[config.mk]
export PLATFORM = sky130hd
export DESIGN_NAME = vdc_front
export DESIGN_NICKNAME = d
export VERILOG_FILES = /design/src/design/vdc_pkg.sv /design/src/design/vdc_front.sv
export SDC_FILE = /design/constraint.sdc
export NUM_CORES = 1
export LEC_CHECK = 0
export BUFFER_PORTS_ARGS = -buffer_cell sky130_fd_sc_hd__buf_2
export CAP_MARGIN = 20
export CORE_MARGIN = 2
export CORE_UTILIZATION = 35
export CTS_CLUSTER_SIZE = 10
export DETAILED_ROUTE_END_ITERATION = 8
export PLACE_DENSITY = 0.79
export SKIP_LAST_GASP = 1
export SLEW_MARGIN = 20
export SYNTH_ARGS = -nofsm -noshare
export SYNTH_HDL_FRONTEND = slang
export SYNTH_SLANG_ARGS = --single-unit
[constraint.sdc]
create_clock -name clk -period 2.25 [get_ports clk]
set_input_delay 0.1125 -clock clk [delete_from_list [all_inputs] [get_ports clk]]
set_output_delay 0.1125 -clock clk [all_outputs]
set_load 0.1 [all_outputs]
[src/design/vdc_pkg.sv]
`default_nettype none

package vdc_pkg;

  // Storage sizes
  localparam int VRAM_WORDS  = 65536;
  localparam int VRAM_AW     = $clog2(VRAM_WORDS);
  localparam int REG_COUNT   = 32;
  localparam int REG_AW      = $clog2(REG_COUNT);
  localparam int QUEUE_DEPTH = 4;
  localparam int QUEUE_AW    = $clog2(QUEUE_DEPTH);

  // Bus command codes
  localparam logic [2:0] CMD_SELECT = 3'd0;
  localparam logic [2:0] CMD_WR_LO  = 3'd1;
  localparam logic [2:0] CMD_WR_HI  = 3'd2;
  localparam logic [2:0] CMD_RD_LO  = 3'd3;
  localparam logic [2:0] CMD_RD_HI  = 3'd4;
  localparam logic [2:0] CMD_STATUS = 3'd5;
  localparam logic [2:0] CMD_TICK   = 3'd6;

  // Register numbers
  localparam logic [REG_AW-1:0] REG_MAWR = REG_AW'(0);   // write address
  localparam logic [REG_AW-1:0] REG_MARR = REG_AW'(1);   // read address
  localparam logic [REG_AW-1:0] REG_VRR  = REG_AW'(2);   // data port
  localparam logic [REG_AW-1:0] REG_VRRH = REG_AW'(3);   // data port mirror
  localparam logic [REG_AW-1:0] REG_CR   = REG_AW'(5);   // control
  localparam logic [REG_AW-1:0] REG_MWR  = REG_AW'(9);
  localparam logic [REG_AW-1:0] REG_HSR  = REG_AW'(10);
  localparam logic [REG_AW-1:0] REG_HDR  = REG_AW'(11);
  localparam logic [REG_AW-1:0] REG_VPR  = REG_AW'(12);
  localparam logic [REG_AW-1:0] REG_VDW  = REG_AW'(13);
  localparam logic [REG_AW-1:0] REG_VCR  = REG_AW'(14);
  localparam logic [REG_AW-1:0] REG_DCR  = REG_AW'(15);  // copy control
  localparam logic [REG_AW-1:0] REG_SOUR = REG_AW'(16);  // copy source
  localparam logic [REG_AW-1:0] REG_DESR = REG_AW'(17);  // copy destination
  localparam logic [REG_AW-1:0] REG_LENR = REG_AW'(18);  // copy length

  // Status bit positions
  localparam int STAT_DONE = 4;
  localparam int STAT_BUSY = 6;
  localparam logic [6:0] STAT_KEEP_MASK = 7'h40;

  // Work items after decode
  typedef enum logic [3:0] {
    OP_LATCH_LO   = 4'd0,
    OP_REG_LO     = 4'd1,
    OP_VRAM_WR    = 4'd2,
    OP_REG_HI     = 4'd3,
    OP_RD_LO      = 4'd4,
    OP_RD_HI_DATA = 4'd5,
    OP_RD_HI_REG  = 4'd6,
    OP_STATUS     = 4'd7,
    OP_TICK       = 4'd8
  } op_t;

  typedef struct packed {
    op_t               op;
    logic [REG_AW-1:0] sel;
    logic [7:0]        data;
    logic [7:0]        elapsed;
  } item_t;

  typedef struct packed {
    logic full;
    logic empty;
  } qstat_t;

  // Register file values after reset
  function automatic logic [15:0] reg_reset_value(input logic [REG_AW-1:0] idx);
    logic [15:0] v;
    case (idx)
      REG_MWR: v = 16'h0010;
      REG_HSR: v = 16'h0202;
      REG_HDR: v = 16'h031f;
      REG_VPR: v = 16'h0f02;
      REG_VDW: v = 16'h00ef;
      REG_VCR: v = 16'h0003;
      default: v = 16'h0000;
    endcase
    return v;
  endfunction

endpackage

`default_nettype wire

[src/design/vdc_front.sv]
`default_nettype none

module vdc_front
  import vdc_pkg::*;
(
  input  logic   clk,
  input  logic   rst,
  input  logic   req_valid,
  output logic   req_stall,
  input  logic [2:0] cmd,
  input  logic [7:0] data_byte,
  input  logic [7:0] elapsed_clocks,
  input  qstat_t qstat,
  output logic   push,
  output item_t  push_item
);

  logic              accept;
  logic              keep;
  logic [REG_AW-1:0] register_select;

  assign req_stall = qstat.full;
  assign accept    = req_valid && !qstat.full;

  // Decode the access against the current register select
  always_comb begin
    push_item.sel     = register_select;
    push_item.data    = data_byte;
    push_item.elapsed = elapsed_clocks;
    push_item.op      = OP_TICK;
    keep              = 1'b1;
    case (cmd)
      CMD_WR_LO: begin
        push_item.op = (register_select == REG_VRR) ? OP_LATCH_LO : OP_REG_LO;
      end
      CMD_WR_HI: begin
        push_item.op = (register_select == REG_VRR) ? OP_VRAM_WR : OP_REG_HI;
      end
      CMD_RD_LO: begin
        push_item.op = OP_RD_LO;
      end
      CMD_RD_HI: begin
        push_item.op = (register_select == REG_VRR || register_select == REG_VRRH) ?
                       OP_RD_HI_DATA : OP_RD_HI_REG;
      end
      CMD_STATUS: begin
        push_item.op = OP_STATUS;
      end
      CMD_TICK: begin
        push_item.op = OP_TICK;
      end
      default: begin
        // select is handled here; the unused code does nothing
        keep = 1'b0;
      end
    endcase
  end

  assign push = accept && keep;

  // Register select is tracked on the front side
  always_ff @(posedge clk) begin
    if (rst) begin
      register_select <= '0;
    end else if (accept && cmd == CMD_SELECT) begin
      register_select <= data_byte[REG_AW-1:0];
    end
  end

endmodule

`default_nettype wire

; ---- Word level (Yosys, flattened, before mapping)
; Index checks and enable logic that the tools add are counted.
[totals]
ff_bits = 5
in_bits = 24
output_inout_bits = 27
word_cells = 21
[op_classes]
n_eq_ne = 8
mux = 5
reduce_logical = 7
[op_table]
columns = cell, count
row1 = one-hot mux 4 bit (5 select lines), 1
row2 = == test 5 x 2 -> 1 bit (second input constant), 2
row3 = == test 3 bit (second input constant), 3
row4 = == test 3 x 2 -> 1 bit (second input constant), 2
row5 = OR reduction 6 bit, 1
row6 = == test 3 x 1 -> 1 bit (second input constant), 1
row7 = logical AND 1 bit, 3
row8 = zero test 3 bit, 1
row9 = two-way mux 1 bit, 3
row10 = two-way mux 2 bit, 1
row11 = zero test 1 bit, 1
row12 = logical OR 1 bit, 1

; ---- Longest topological paths before layout
[logic_depth]
ltp_word = 4
depth_mapped = 5
depth_no_buf = 5

; ---- Worst setup path after synthesis
; OpenSTA, ideal clock, no wires.
[synth_path]
path_kind = flip-flop to output port
startpoint = register register_select[3]
endpoint = output push_item[21] (netlist name)
arrival_ns = 3.636
t_required_ns = 2.138
setup_slack_ns = -1.498
path_stages_with_launch = 4
path_buffers = 0
cell_sequence = dfxtp_1 > or4b_4 > nor2_1 > o32ai_1
[synth_rtl]
columns = item, line_no
row1 = start: declaration, vdc_front.sv:20  ; logic [REG_AW-1:0] register_select;
row2 = start signal: assignment, vdc_front.sv:66  ; register_select <= data_byte[REG_AW-1:0];
row3 = end: declaration, vdc_front.sv:15  ; output item_t push_item

==> flow_summary.yaml <==
global_routing:
  grt.total_usage: 0.116
  grt_pass1_wl_um: 1520
  overflow: 0
  antenna_found_initial: 0
  grt_max_degree: 11
  first_global_vias: 377
logic_synthesis:
  synth_top_area_frac: 0.268
  synth_top_area_cell: "buf_4"
  avgSynthCellArea_um2: 8.13
  synthCells: 62
  synthTopCellsByArea: "buf_4 (27%), dfxtp_1 (20%), nand2b_1 (14%), mux2i_1 (9.9%), nor2b_4 (2.7%)"
  syn_area_um2: 504
  ys_seq_area_frac: 0.199
  synthesis.nets: 87
  synth_seq_cells: 5
  ys.warnings.count: 0
  synth_cell_type_count: 22
drt:
  drtPass1Iterations: 4
  avgViaCountPerCell: 4.86
  totalWireLength_um: 971
  ant_nets: 0
  drtIter0Drc: 6
  drc: 0
  vias: 437
  wire_per_inst_um: 10.8
pwr:
  powerDensity_nw_per_um2: 630
  p_leak_nw: 0.278
  ir_drop_uv: 276
cts:
  cts_root_buffer: "clkbuf_4"
  h-tree-depth: 1
  clkTransAtPathRegs_ns: 0.04
  cts_tree: "done"
  clock_path_buffers: 2
  cts-buffers-inserted: 3
  ctsHoldBuffers: 0
  postCtsSetupBuffers: 0
  clock_latency_ns: 0.24
  cts.repair.resized: 0
  cts_num_sinks: 5
timing:
  period_needed_ns: 1.95
  period_share: 0.867
  max_freq_mhz: 513
  drv_slew: 0
  hold_viol: 0
  rsz0062_at_grt: "false"
  skew_ns: 0
  setup_viol: 0
  tightestPinTransition_ns: 0.583
  worst_slack_ns: 0.300
  relSlewSlack: 0.611
finish:
  area_growth_pct: 14.4
  drive_gt1_frac: 0.493
  final_nets: 101
  final.fill_count: 133
  antenna_cells: 0
  seqCellArea_um2: 100
  final_cell_mix: "buf_2 (27), nand2b_1 (11), mux2i_1 (5), dfxtp_1 (5)"
  largest_register_ffs: 5
  utilization: 0.438
  final_common_cell: "buf_2"
  largest_register: "register_select"
  multi_input_area_um2: 289
  reg_top3: "register_select (5)"
worst_hold_path:
  holdCritStartpoint: "data_byte[3]"
  hp-class: "primary input to flop"
  holdPathStages: 3
  min_to: "register_select[3]"
setup_path:
  crit_start: "register_select[3]"
  crit_type: "flop to output port"
  critPathArrivalTime_ns: 1.84
  cp.required_ns: 2.14
  crit_path_start_kind: "flop"
  r2r_slack_ns: 1.49
  timing.rr.start: "register_select[3]"
  rr_worst_depth: 2
  r2r_end: "register_select[3]"
  crit_path_end_kind: "output port"
  critPathMaxFanout: 3
place:
  numPortBuffers: 27
  dp_slack_ns: 0.506
  gp_congestion: 0.834
floorplanning:
  core_area_um2: 1320
  rows: 13
  start_util: 0.383
  die_h_um: 42.0
  die_w_um: 42.0
  die_area_um2: 1760
  ios: 51
run:
  cap_violations: 0
run_status:
  outcome: "complete, no violations"
-- cell type report --
class / count / area share
multi-input combinational: 37 / 0.501
timing repair buffer: 27 / 0.234
sequential: 5 / 0.174
clock buffer: 4 / 0.0456
tap: 15 / 0.0325
inverter: 2 / 0.0130
-- critical path, stage by stage, from the launching register on --
cell and delay (ns):
dfxtp_1 0.32, or4b_4 0.55, nor2b_4 0.15, o32ai_4 0.11, buf_2 0.46
-- power breakdown --
group          internal, W  switching (W)
clock network    0.0000670      0.0000354
registers        0.0000901    0.000000845
logic            0.0000346       0.000135
-- stage by stage --
step / TNS [ns] / instances / instance area [um2] / total power (W) / hold slack [ns]
2_1_floorplan: -0.0531 / 62 / 532 / 0.000331 / 0.267
3_3_place_gp: 0 / 86 / 551 / 0.000261 / 0.226
3_5_place_dp: 0 / 86 / 551 / 0.000263 / 0.226
4_1_cts: 0 / 90 / 577 / 0.000370 / 0.130
5_1_grt: 0 / 90 / 577 / 0.000382 / 0.151
6_report: 0 / 90 / 577 / 0.000363 / 0.140
-- cell usage after synthesis --
master	n
or4b_4	1
ha_1	1
nor2b_4	1
mux2i_1	5
o32ai_1	1
inv_2	1
or4_1	1
nand2_1	2
or2b_1	1
dfxtp_1	5
nor3_1	2
nand2b_1	11
o21a_1	1
o21ai_0	2
inv_1	1
nor2_1	3
o22ai_1	1
buf_4	18
a21oi_1	1
and3_2	1
nor3b_1	1
nor2b_1	1
-- how the worst max path moves through the flow --
stage | slack, ns | depth (start not counted) | to
after floorplan | -0.05 | 3 | push_item[21]
after global placement | 0.53 | 7 | push_item[21]
after detailed placement | 0.51 | 7 | push_item[21]
after CTS | 0.29 | 4 | push_item[21]
after global routing | 0.23 | 4 | push_item[21]
final | 0.30 | 4 | push_item[21]
-- routing by layer --
metal	global-route usage	wire length [um]	vias to the layer above
met5	0	0	-
met1	0.120	347	199
met3	0.0217	83	6
met2	0.181	516	14
li1	-	-	218
met4	0.135	23	0
-- logic make-up (layout without fill, tap and decap cells) --
family                     Yosys count  count (layout)  synth area share
DFF                                  5               5             0.199
and+or+nand+nor                     25              25             0.320
muxes                                5               5            0.0993
buffers and inverters               20              33             0.283
adders and majority gates            1               1            0.0248
AOI/OAI and AO/OA                    6               6            0.0744
Power figures use the tool's default switching activity.
