--- config.mk ---
export PLATFORM = sky130hd
export DESIGN_NAME = vdc_queue
export DESIGN_NICKNAME = d
export VERILOG_FILES = /design/src/design/vdc_pkg.sv /design/src/design/vdc_queue.sv
export SDC_FILE = /design/constraint.sdc
export NUM_CORES = 1
export LEC_CHECK = 0
export BUFFER_PORTS_ARGS = -buffer_cell sky130_fd_sc_hd__buf_2
export CAP_MARGIN = 20
export CORE_MARGIN = 2
export CORE_UTILIZATION = 45
export DETAILED_ROUTE_END_ITERATION = 8
export PLACE_DENSITY_LB_ADDON = 0.3
export SKIP_LAST_GASP = 1
export SYNTH_ARGS = -nofsm -noshare
export SYNTH_HDL_FRONTEND = slang
export SYNTH_SLANG_ARGS = --single-unit
--- constraint.sdc ---
create_clock -name clk -period 2.85 [get_ports clk]
set_clock_uncertainty 0.1 [all_clocks]
set_input_delay 0.285 -clock clk [delete_from_list [all_inputs] [get_ports clk]]
set_output_delay 0.285 -clock clk [all_outputs]
set_load 0.01 [all_outputs]
--- src/design/vdc_pkg.sv ---
`default_nettype none

package vdc_pkg;

  // Storage sizes
  localparam int VRAM_WORDS  = 65536;
  localparam int VRAM_AW     = $clog2(VRAM_WORDS);
  localparam int REG_COUNT   = 32;
  localparam int REG_AW      = $clog2(REG_COUNT);
  localparam int QUEUE_DEPTH = 4;
  localparam int QUEUE_AW    = $clog2(QUEUE_DEPTH);

  // Bus command codes
  localparam logic [2:0] CMD_SELECT = 3'd0;
  localparam logic [2:0] CMD_WR_LO  = 3'd1;
  localparam logic [2:0] CMD_WR_HI  = 3'd2;
  localparam logic [2:0] CMD_RD_LO  = 3'd3;
  localparam logic [2:0] CMD_RD_HI  = 3'd4;
  localparam logic [2:0] CMD_STATUS = 3'd5;
  localparam logic [2:0] CMD_TICK   = 3'd6;

  // Register numbers
  localparam logic [REG_AW-1:0] REG_MAWR = REG_AW'(0);   // write address
  localparam logic [REG_AW-1:0] REG_MARR = REG_AW'(1);   // read address
  localparam logic [REG_AW-1:0] REG_VRR  = REG_AW'(2);   // data port
  localparam logic [REG_AW-1:0] REG_VRRH = REG_AW'(3);   // data port mirror
  localparam logic [REG_AW-1:0] REG_CR   = REG_AW'(5);   // control
  localparam logic [REG_AW-1:0] REG_MWR  = REG_AW'(9);
  localparam logic [REG_AW-1:0] REG_HSR  = REG_AW'(10);
  localparam logic [REG_AW-1:0] REG_HDR  = REG_AW'(11);
  localparam logic [REG_AW-1:0] REG_VPR  = REG_AW'(12);
  localparam logic [REG_AW-1:0] REG_VDW  = REG_AW'(13);
  localparam logic [REG_AW-1:0] REG_VCR  = REG_AW'(14);
  localparam logic [REG_AW-1:0] REG_DCR  = REG_AW'(15);  // copy control
  localparam logic [REG_AW-1:0] REG_SOUR = REG_AW'(16);  // copy source
  localparam logic [REG_AW-1:0] REG_DESR = REG_AW'(17);  // copy destination
  localparam logic [REG_AW-1:0] REG_LENR = REG_AW'(18);  // copy length

  // Status bit positions
  localparam int STAT_DONE = 4;
  localparam int STAT_BUSY = 6;
  localparam logic [6:0] STAT_KEEP_MASK = 7'h40;

  // Work items after decode
  typedef enum logic [3:0] {
    OP_LATCH_LO   = 4'd0,
    OP_REG_LO     = 4'd1,
    OP_VRAM_WR    = 4'd2,
    OP_REG_HI     = 4'd3,
    OP_RD_LO      = 4'd4,
    OP_RD_HI_DATA = 4'd5,
    OP_RD_HI_REG  = 4'd6,
    OP_STATUS     = 4'd7,
    OP_TICK       = 4'd8
  } op_t;

  typedef struct packed {
    op_t               op;
    logic [REG_AW-1:0] sel;
    logic [7:0]        data;
    logic [7:0]        elapsed;
  } item_t;

  typedef struct packed {
    logic full;
    logic empty;
  } qstat_t;

  // Register file values after reset
  function automatic logic [15:0] reg_reset_value(input logic [REG_AW-1:0] idx);
    logic [15:0] v;
    case (idx)
      REG_MWR: v = 16'h0010;
      REG_HSR: v = 16'h0202;
      REG_HDR: v = 16'h031f;
      REG_VPR: v = 16'h0f02;
      REG_VDW: v = 16'h00ef;
      REG_VCR: v = 16'h0003;
      default: v = 16'h0000;
    endcase
    return v;
  endfunction

endpackage

`default_nettype wire

--- src/design/vdc_queue.sv ---
`default_nettype none

module vdc_queue
  import vdc_pkg::*;
(
  input  logic   clk,
  input  logic   rst,
  input  logic   push,
  input  item_t  push_item,
  input  logic   pop,
  output item_t  head,
  output qstat_t qstat
);

  item_t                entries [QUEUE_DEPTH];
  logic [QUEUE_AW-1:0]  wr_ptr;
  logic [QUEUE_AW-1:0]  rd_ptr;
  logic [QUEUE_AW:0]    count;

  assign head        = entries[rd_ptr];
  assign qstat.full  = (count == (QUEUE_AW+1)'(QUEUE_DEPTH));
  assign qstat.empty = (count == '0);

  // Pointers and fill level
  always_ff @(posedge clk) begin
    if (rst) begin
      wr_ptr <= '0;
      rd_ptr <= '0;
      count  <= '0;
    end else begin
      if (push) begin
        wr_ptr <= wr_ptr + QUEUE_AW'(1);
      end
      if (pop) begin
        rd_ptr <= rd_ptr + QUEUE_AW'(1);
      end
      case ({push, pop})
        2'b10:   count <= count + (QUEUE_AW+1)'(1);
        2'b01:   count <= count - (QUEUE_AW+1)'(1);
        default: count <= count;
      endcase
    end
  end

  // Entry storage
  always_ff @(posedge clk) begin
    if (push) begin
      entries[wr_ptr] <= push_item;
    end
  end

endmodule

`default_nettype wire

After elaboration in Yosys (flattened, before gate mapping)
Memories as Yosys holds them, arrays and structs flattened. A register that Yosys moved wholly into a read port is not among the register bits.
Cells that the tools add are included.
- equal/unequal tests: 3
- multiplexer cells: 5
- $add $sub $neg: 4
- reductions and logical operators: 2
- operators by type and width (operator ; number):
    $pmux 3 s2 ; 1
    $add 2x1->2 const B ; 2
    $mux 2 ; 2
    $add 3x1->3 const B ; 1
    $eq 3x3->1 const B ; 1
    $logic_not 3->1 ; 1
    $sub 3x1->3 const B ; 1
    $eq 2x1->1 const B ; 1
    $eq 2x2->1 const B ; 1
    $mux 1 ; 2
    $reduce_bool 2->1 ; 1
- register bits: 7
- output and inout bits: 27
- logic and storage cells: 18
- memories kept: 1
- memory bits (writable): 100
- bits of input ports: 29
- memory list (memory ; depth ; bits a word ; read ports ; clocked after memory_dff ; wr ports ; line ; source):
    entries ; 4 ; 25 ; 1 ; 1 ; 1 ; vdc_queue.sv:15 ; item_t entries [QUEUE_DEPTH];

Longest topological paths before layout
- depth in word-level cells: 3
- mapped depth: 7
- mapped depth without buffers: 7

Worst setup path after synthesis
OpenSTA, ideal clock, no wires.
- path kind: flip-flop to flip-flop
- from: reg wr_ptr[0]
- to: mem entries[2][0] (netlist name) (enable)
- stages on the path, launching flop included: 4
- arrival: 1.175 ns
- setup time: 0.384 ns
- slack: 1.191 ns
- data required time: 2.366 ns
- clock period less this slack: 1.659 ns
- cell sequence: dfxtp_1 inv_1 ha_1 and2_1
- RTL lines (what ; line ; source):
    from (decl) ; vdc_queue.sv:16 ; logic [QUEUE_AW-1:0] wr_ptr;
    from (signal assigned) ; vdc_queue.sv:32 ; wr_ptr <= wr_ptr + QUEUE_AW'(1);
    to (decl) ; vdc_queue.sv:15 ;
No word-level cell before the write port.

==> run summary <==
The run finished with clean final reports. The final antenna diode count was 0. In this design, the stage delay of the slowest critical-path cell is 0.56 ns. The tools report the reg-to-reg critical path startpoint as wr_ptr[0]$_SDFFE_PP0P_. The area share of the largest cell type after synthesis works out to 73.51%. The tools report the clock tree root driver cell as clkbuf_8. Clock tree synthesis found a total of 109 sinks. The sum of overflow across all layers after global routing was 0. The final critical delay including setup and external delays is 2.224 ns, and the headroom to the max-slew limit is 75.12%.

The tools report the final max-slew violation count as 0. The residual DRC count was 0; the register bit total from synthesis was 109. The number of global-route vias before repair is 1,909. Iteration-0 DRC count of the detailed router: 76.

The design draws 0.003071 W. The first global-routing pass estimated 10.16 mm of wire. Yosys printed 0 warnings. Detailed routing inserted a total of 1,848 vias.

The tool flagged a number of max-cap violations equal to 0. The tools report the initial antenna violation count as 0. For the pin with the worst max-slew slack, the measured transition is 0.3732 ns.

Pin count of the biggest net entering global routing: 26. The startpoint identified for the worst hold timing path is push_item[0]. Data arrives at the worst endpoint at 1.84 ns.

In this run the power density over the cells is 658.3 nW/um^2. Setup violations remaining at the end of the flow were counted as 0. Post-CTS timing repair inserted 0 buffers for setup. The worst-case hold path end point is entries[3][0]$_DFFE_PP_. The path depth of the worst reg2reg path came out at 4. In this run the worst path has a maximum fanout of 17. The number of cells on the worst hold path is 1.

Standby leakage power: 1.614 nW. Critical path data required time: 2.47 ns. The number of different library cells used by synthesis comes to 23. Sum of negative setup slack: 0 ns. The worst register-to-register path ends at entries[0][24]$_DFFE_PP_. Buffers placed on the I/O ports in this run total 55. The worst path uses 78.04% of the clock period.

Clock latency on the worst-skew pair, taken at its later pin, is 0.36 ns. Once the floorplan was initialized, standard cells occupied 46.62% of the core. The worst-case IR drop observed on VDD is 0.2689 mV. The kind of launch point of the worst setup path is a flop. The die is 99.28 um tall. The post-route netlist has 38.87% of its cells at a drive strength greater than 1.

Wires add up to 6.400 mm. The tools report the endpoint class of the critical path as an output port. The clock passes through at most 2 buffers. The layout net count is 278, and the final worst-path setup slack is 0.6259 ns. The H-tree was split into 3 levels. In the final routed layout, each cell accounts on average for 18.03 um.

The die covers 9857 um^2. The count of nets left with antenna violations once routing finished came out at 0. The cell area after layout was 4664 um^2.

Once placement finished, the instance area stood at 4484 um^2. The floorplan has 34 rows. Gates resized during post-CTS repair numbered 0. Pin placement for this block handled 56 I/O pins. The cell type with the largest total area after synthesis is edfxtp_1.

The wire-length estimate of the detail-placed layout is 4.094 mm. The clock input transition at the sequential cells of the worst setup and hold paths was 0.09 ns; the die boundary width was 99.28 um. The region available for standard cell placement spans 8763 um^2. The commonest non-fill, non-tap cell in the layout is edfxtp_1. In the post-synthesis netlist, the biggest area contributors are edfxtp_1 (74%), mux4_2 (11%), dfxtp_1 (4.4%). TritonCTS built the clock tree.

The slowest stage cell on the critical path is mux4_1. The kind of critical path was reg2out. Dividing the detail-routed via count by the number of cells gives 5.206. Post-synthesis cell area: 4085 um^2. Walking the worst path, the cells encountered are buf_12 -> mux4_1 -> buf_2.

From synthesis to final layout, the design area changed by 14.18%. Setup repair after global routing left no endpoint under its margin. The number of nets handed over by synthesis was 213. The minimum setup slack after placement was 0.9589 ns. In the layout the commonest cells are edfxtp_1 (100), buf_2 (55), mux4_2 (20). After synthesis, the mean cell area works out to 22.95 um^2. The share of the Yosys chip area taken by registers is 77.92%.

Static timing analysis puts the maximum clock frequency at 449.6 MHz. The number of buffers inserted during clock tree synthesis came out at 9. Global routing consumed, over all layers together, 14.01% of the routing resources. Total of hold buffers inserted after clock tree synthesis: 0.

Type of the tightest min-delay check: in2reg. The tools report the number of failing hold endpoints at the final stage as 0. Across all register-to-register paths, the minimum setup slack is 1.11 ns. The first-pass iteration count of the detailed router came out at 4. The tools report the cell count after synthesis as 178.

Routability-driven placement finished with a final weighted congestion of 0.6737.
[synth_stat cells]
library cell	number
edfxtp_1	100
mux4_2	20
dfxtp_1	9
nor2_1	8
inv_1	6
ha_1	5
mux4_1	5
and2_1	4
xor2_1	3
a21oi_1	2
buf_12	2
buf_2	2
xnor2_1	2
and3_1	1
buf_6	1
clkbuf_1	1
clkbuf_2	1
fa_1	1
mux2i_1	1
nand2_1	1
nor3_1	1
o21ai_0	1
or3_1	1
[stage by stage]
stage / cells / util, % / hold WS, ns
floorplan: 178 / - / 0.2839
global placement: 340 / 51.17 / 0.3906
detailed placement: 340 / 51.17 / 0.4037
CTS: 355 / 53.23 / 0.01511
global route: 355 / 53.23 / 0.02627
finish: 355 / 53.23 / 0.03193
[registers in the layout (all words and copies together) (netlist names), named ones only]
name     cells
wr_ptr       2
entries    100
rd_ptr       2
count        3
[cells by family after synthesis]
logic type / Yosys count / synth area share [%]
mux: 26 / 14.49
compound gates: 3 / 0.3674
simple gates: 16 / 1.868
xor+xnor: 5 / 1.072
buf+inv: 13 / 2.266
flops: 109 / 77.92
fa+ha+maj: 6 / 2.021
[cell type report]
type / instances / area (um^2)
fill: 718 / 4099
inverter: 6 / 22.52
tap: 108 / 135.1
clock buffer: 10 / 127.6
clock inverter: 5 / 52.55
timing repair buffer: 61 / 332.8
multi-input combinational: 56 / 809.5
sequential: 109 / 3184
[worst max path at each step]
stage | from | endpoint
3_5_place_dp | push | count[2]$_SDFFE_PP0P_
4_1_cts | flop | head[18]
5_1_grt | flop | head[19]
6_report | flop | head[18]
2_1_floorplan | wr_ptr[0]$_SDFFE_PP0P_ | entries[2][0]$_DFFE_PP_
3_3_place_gp | flop | head[18]
[layer usage]
| layer | vias to the layer above | global-route usage [%] | wire length (um) |
|---|---|---|---|
| met2 | 45 | 22.04 | 3211 |
| met4 | 0 | 6.639 | 101 |
| met3 | 9 | 3.443 | 277 |
| met5 | - | 0 | 0 |
| li1 | 848 | - | - |
| met1 | 946 | 18.60 | 2809 |
[report_power, final]
group / switching (W) / internal, W / leakage (nW)
Clock: 0.000474 / 0.000397 / 0.0919
Sequential: 0.0000289 / 0.00183 / 0.993
Combinational: 0.000178 / 0.000164 / 0.529
[worst max-delay path, delay by kind of cell (launching register included)]
family | cells | cell delay [ns]
buffers and inverters | 2 | 0.38
muxes | 1 | 0.56
DFF | 1 | 0.52
Note: power is estimated with default switching activity, not from simulation.
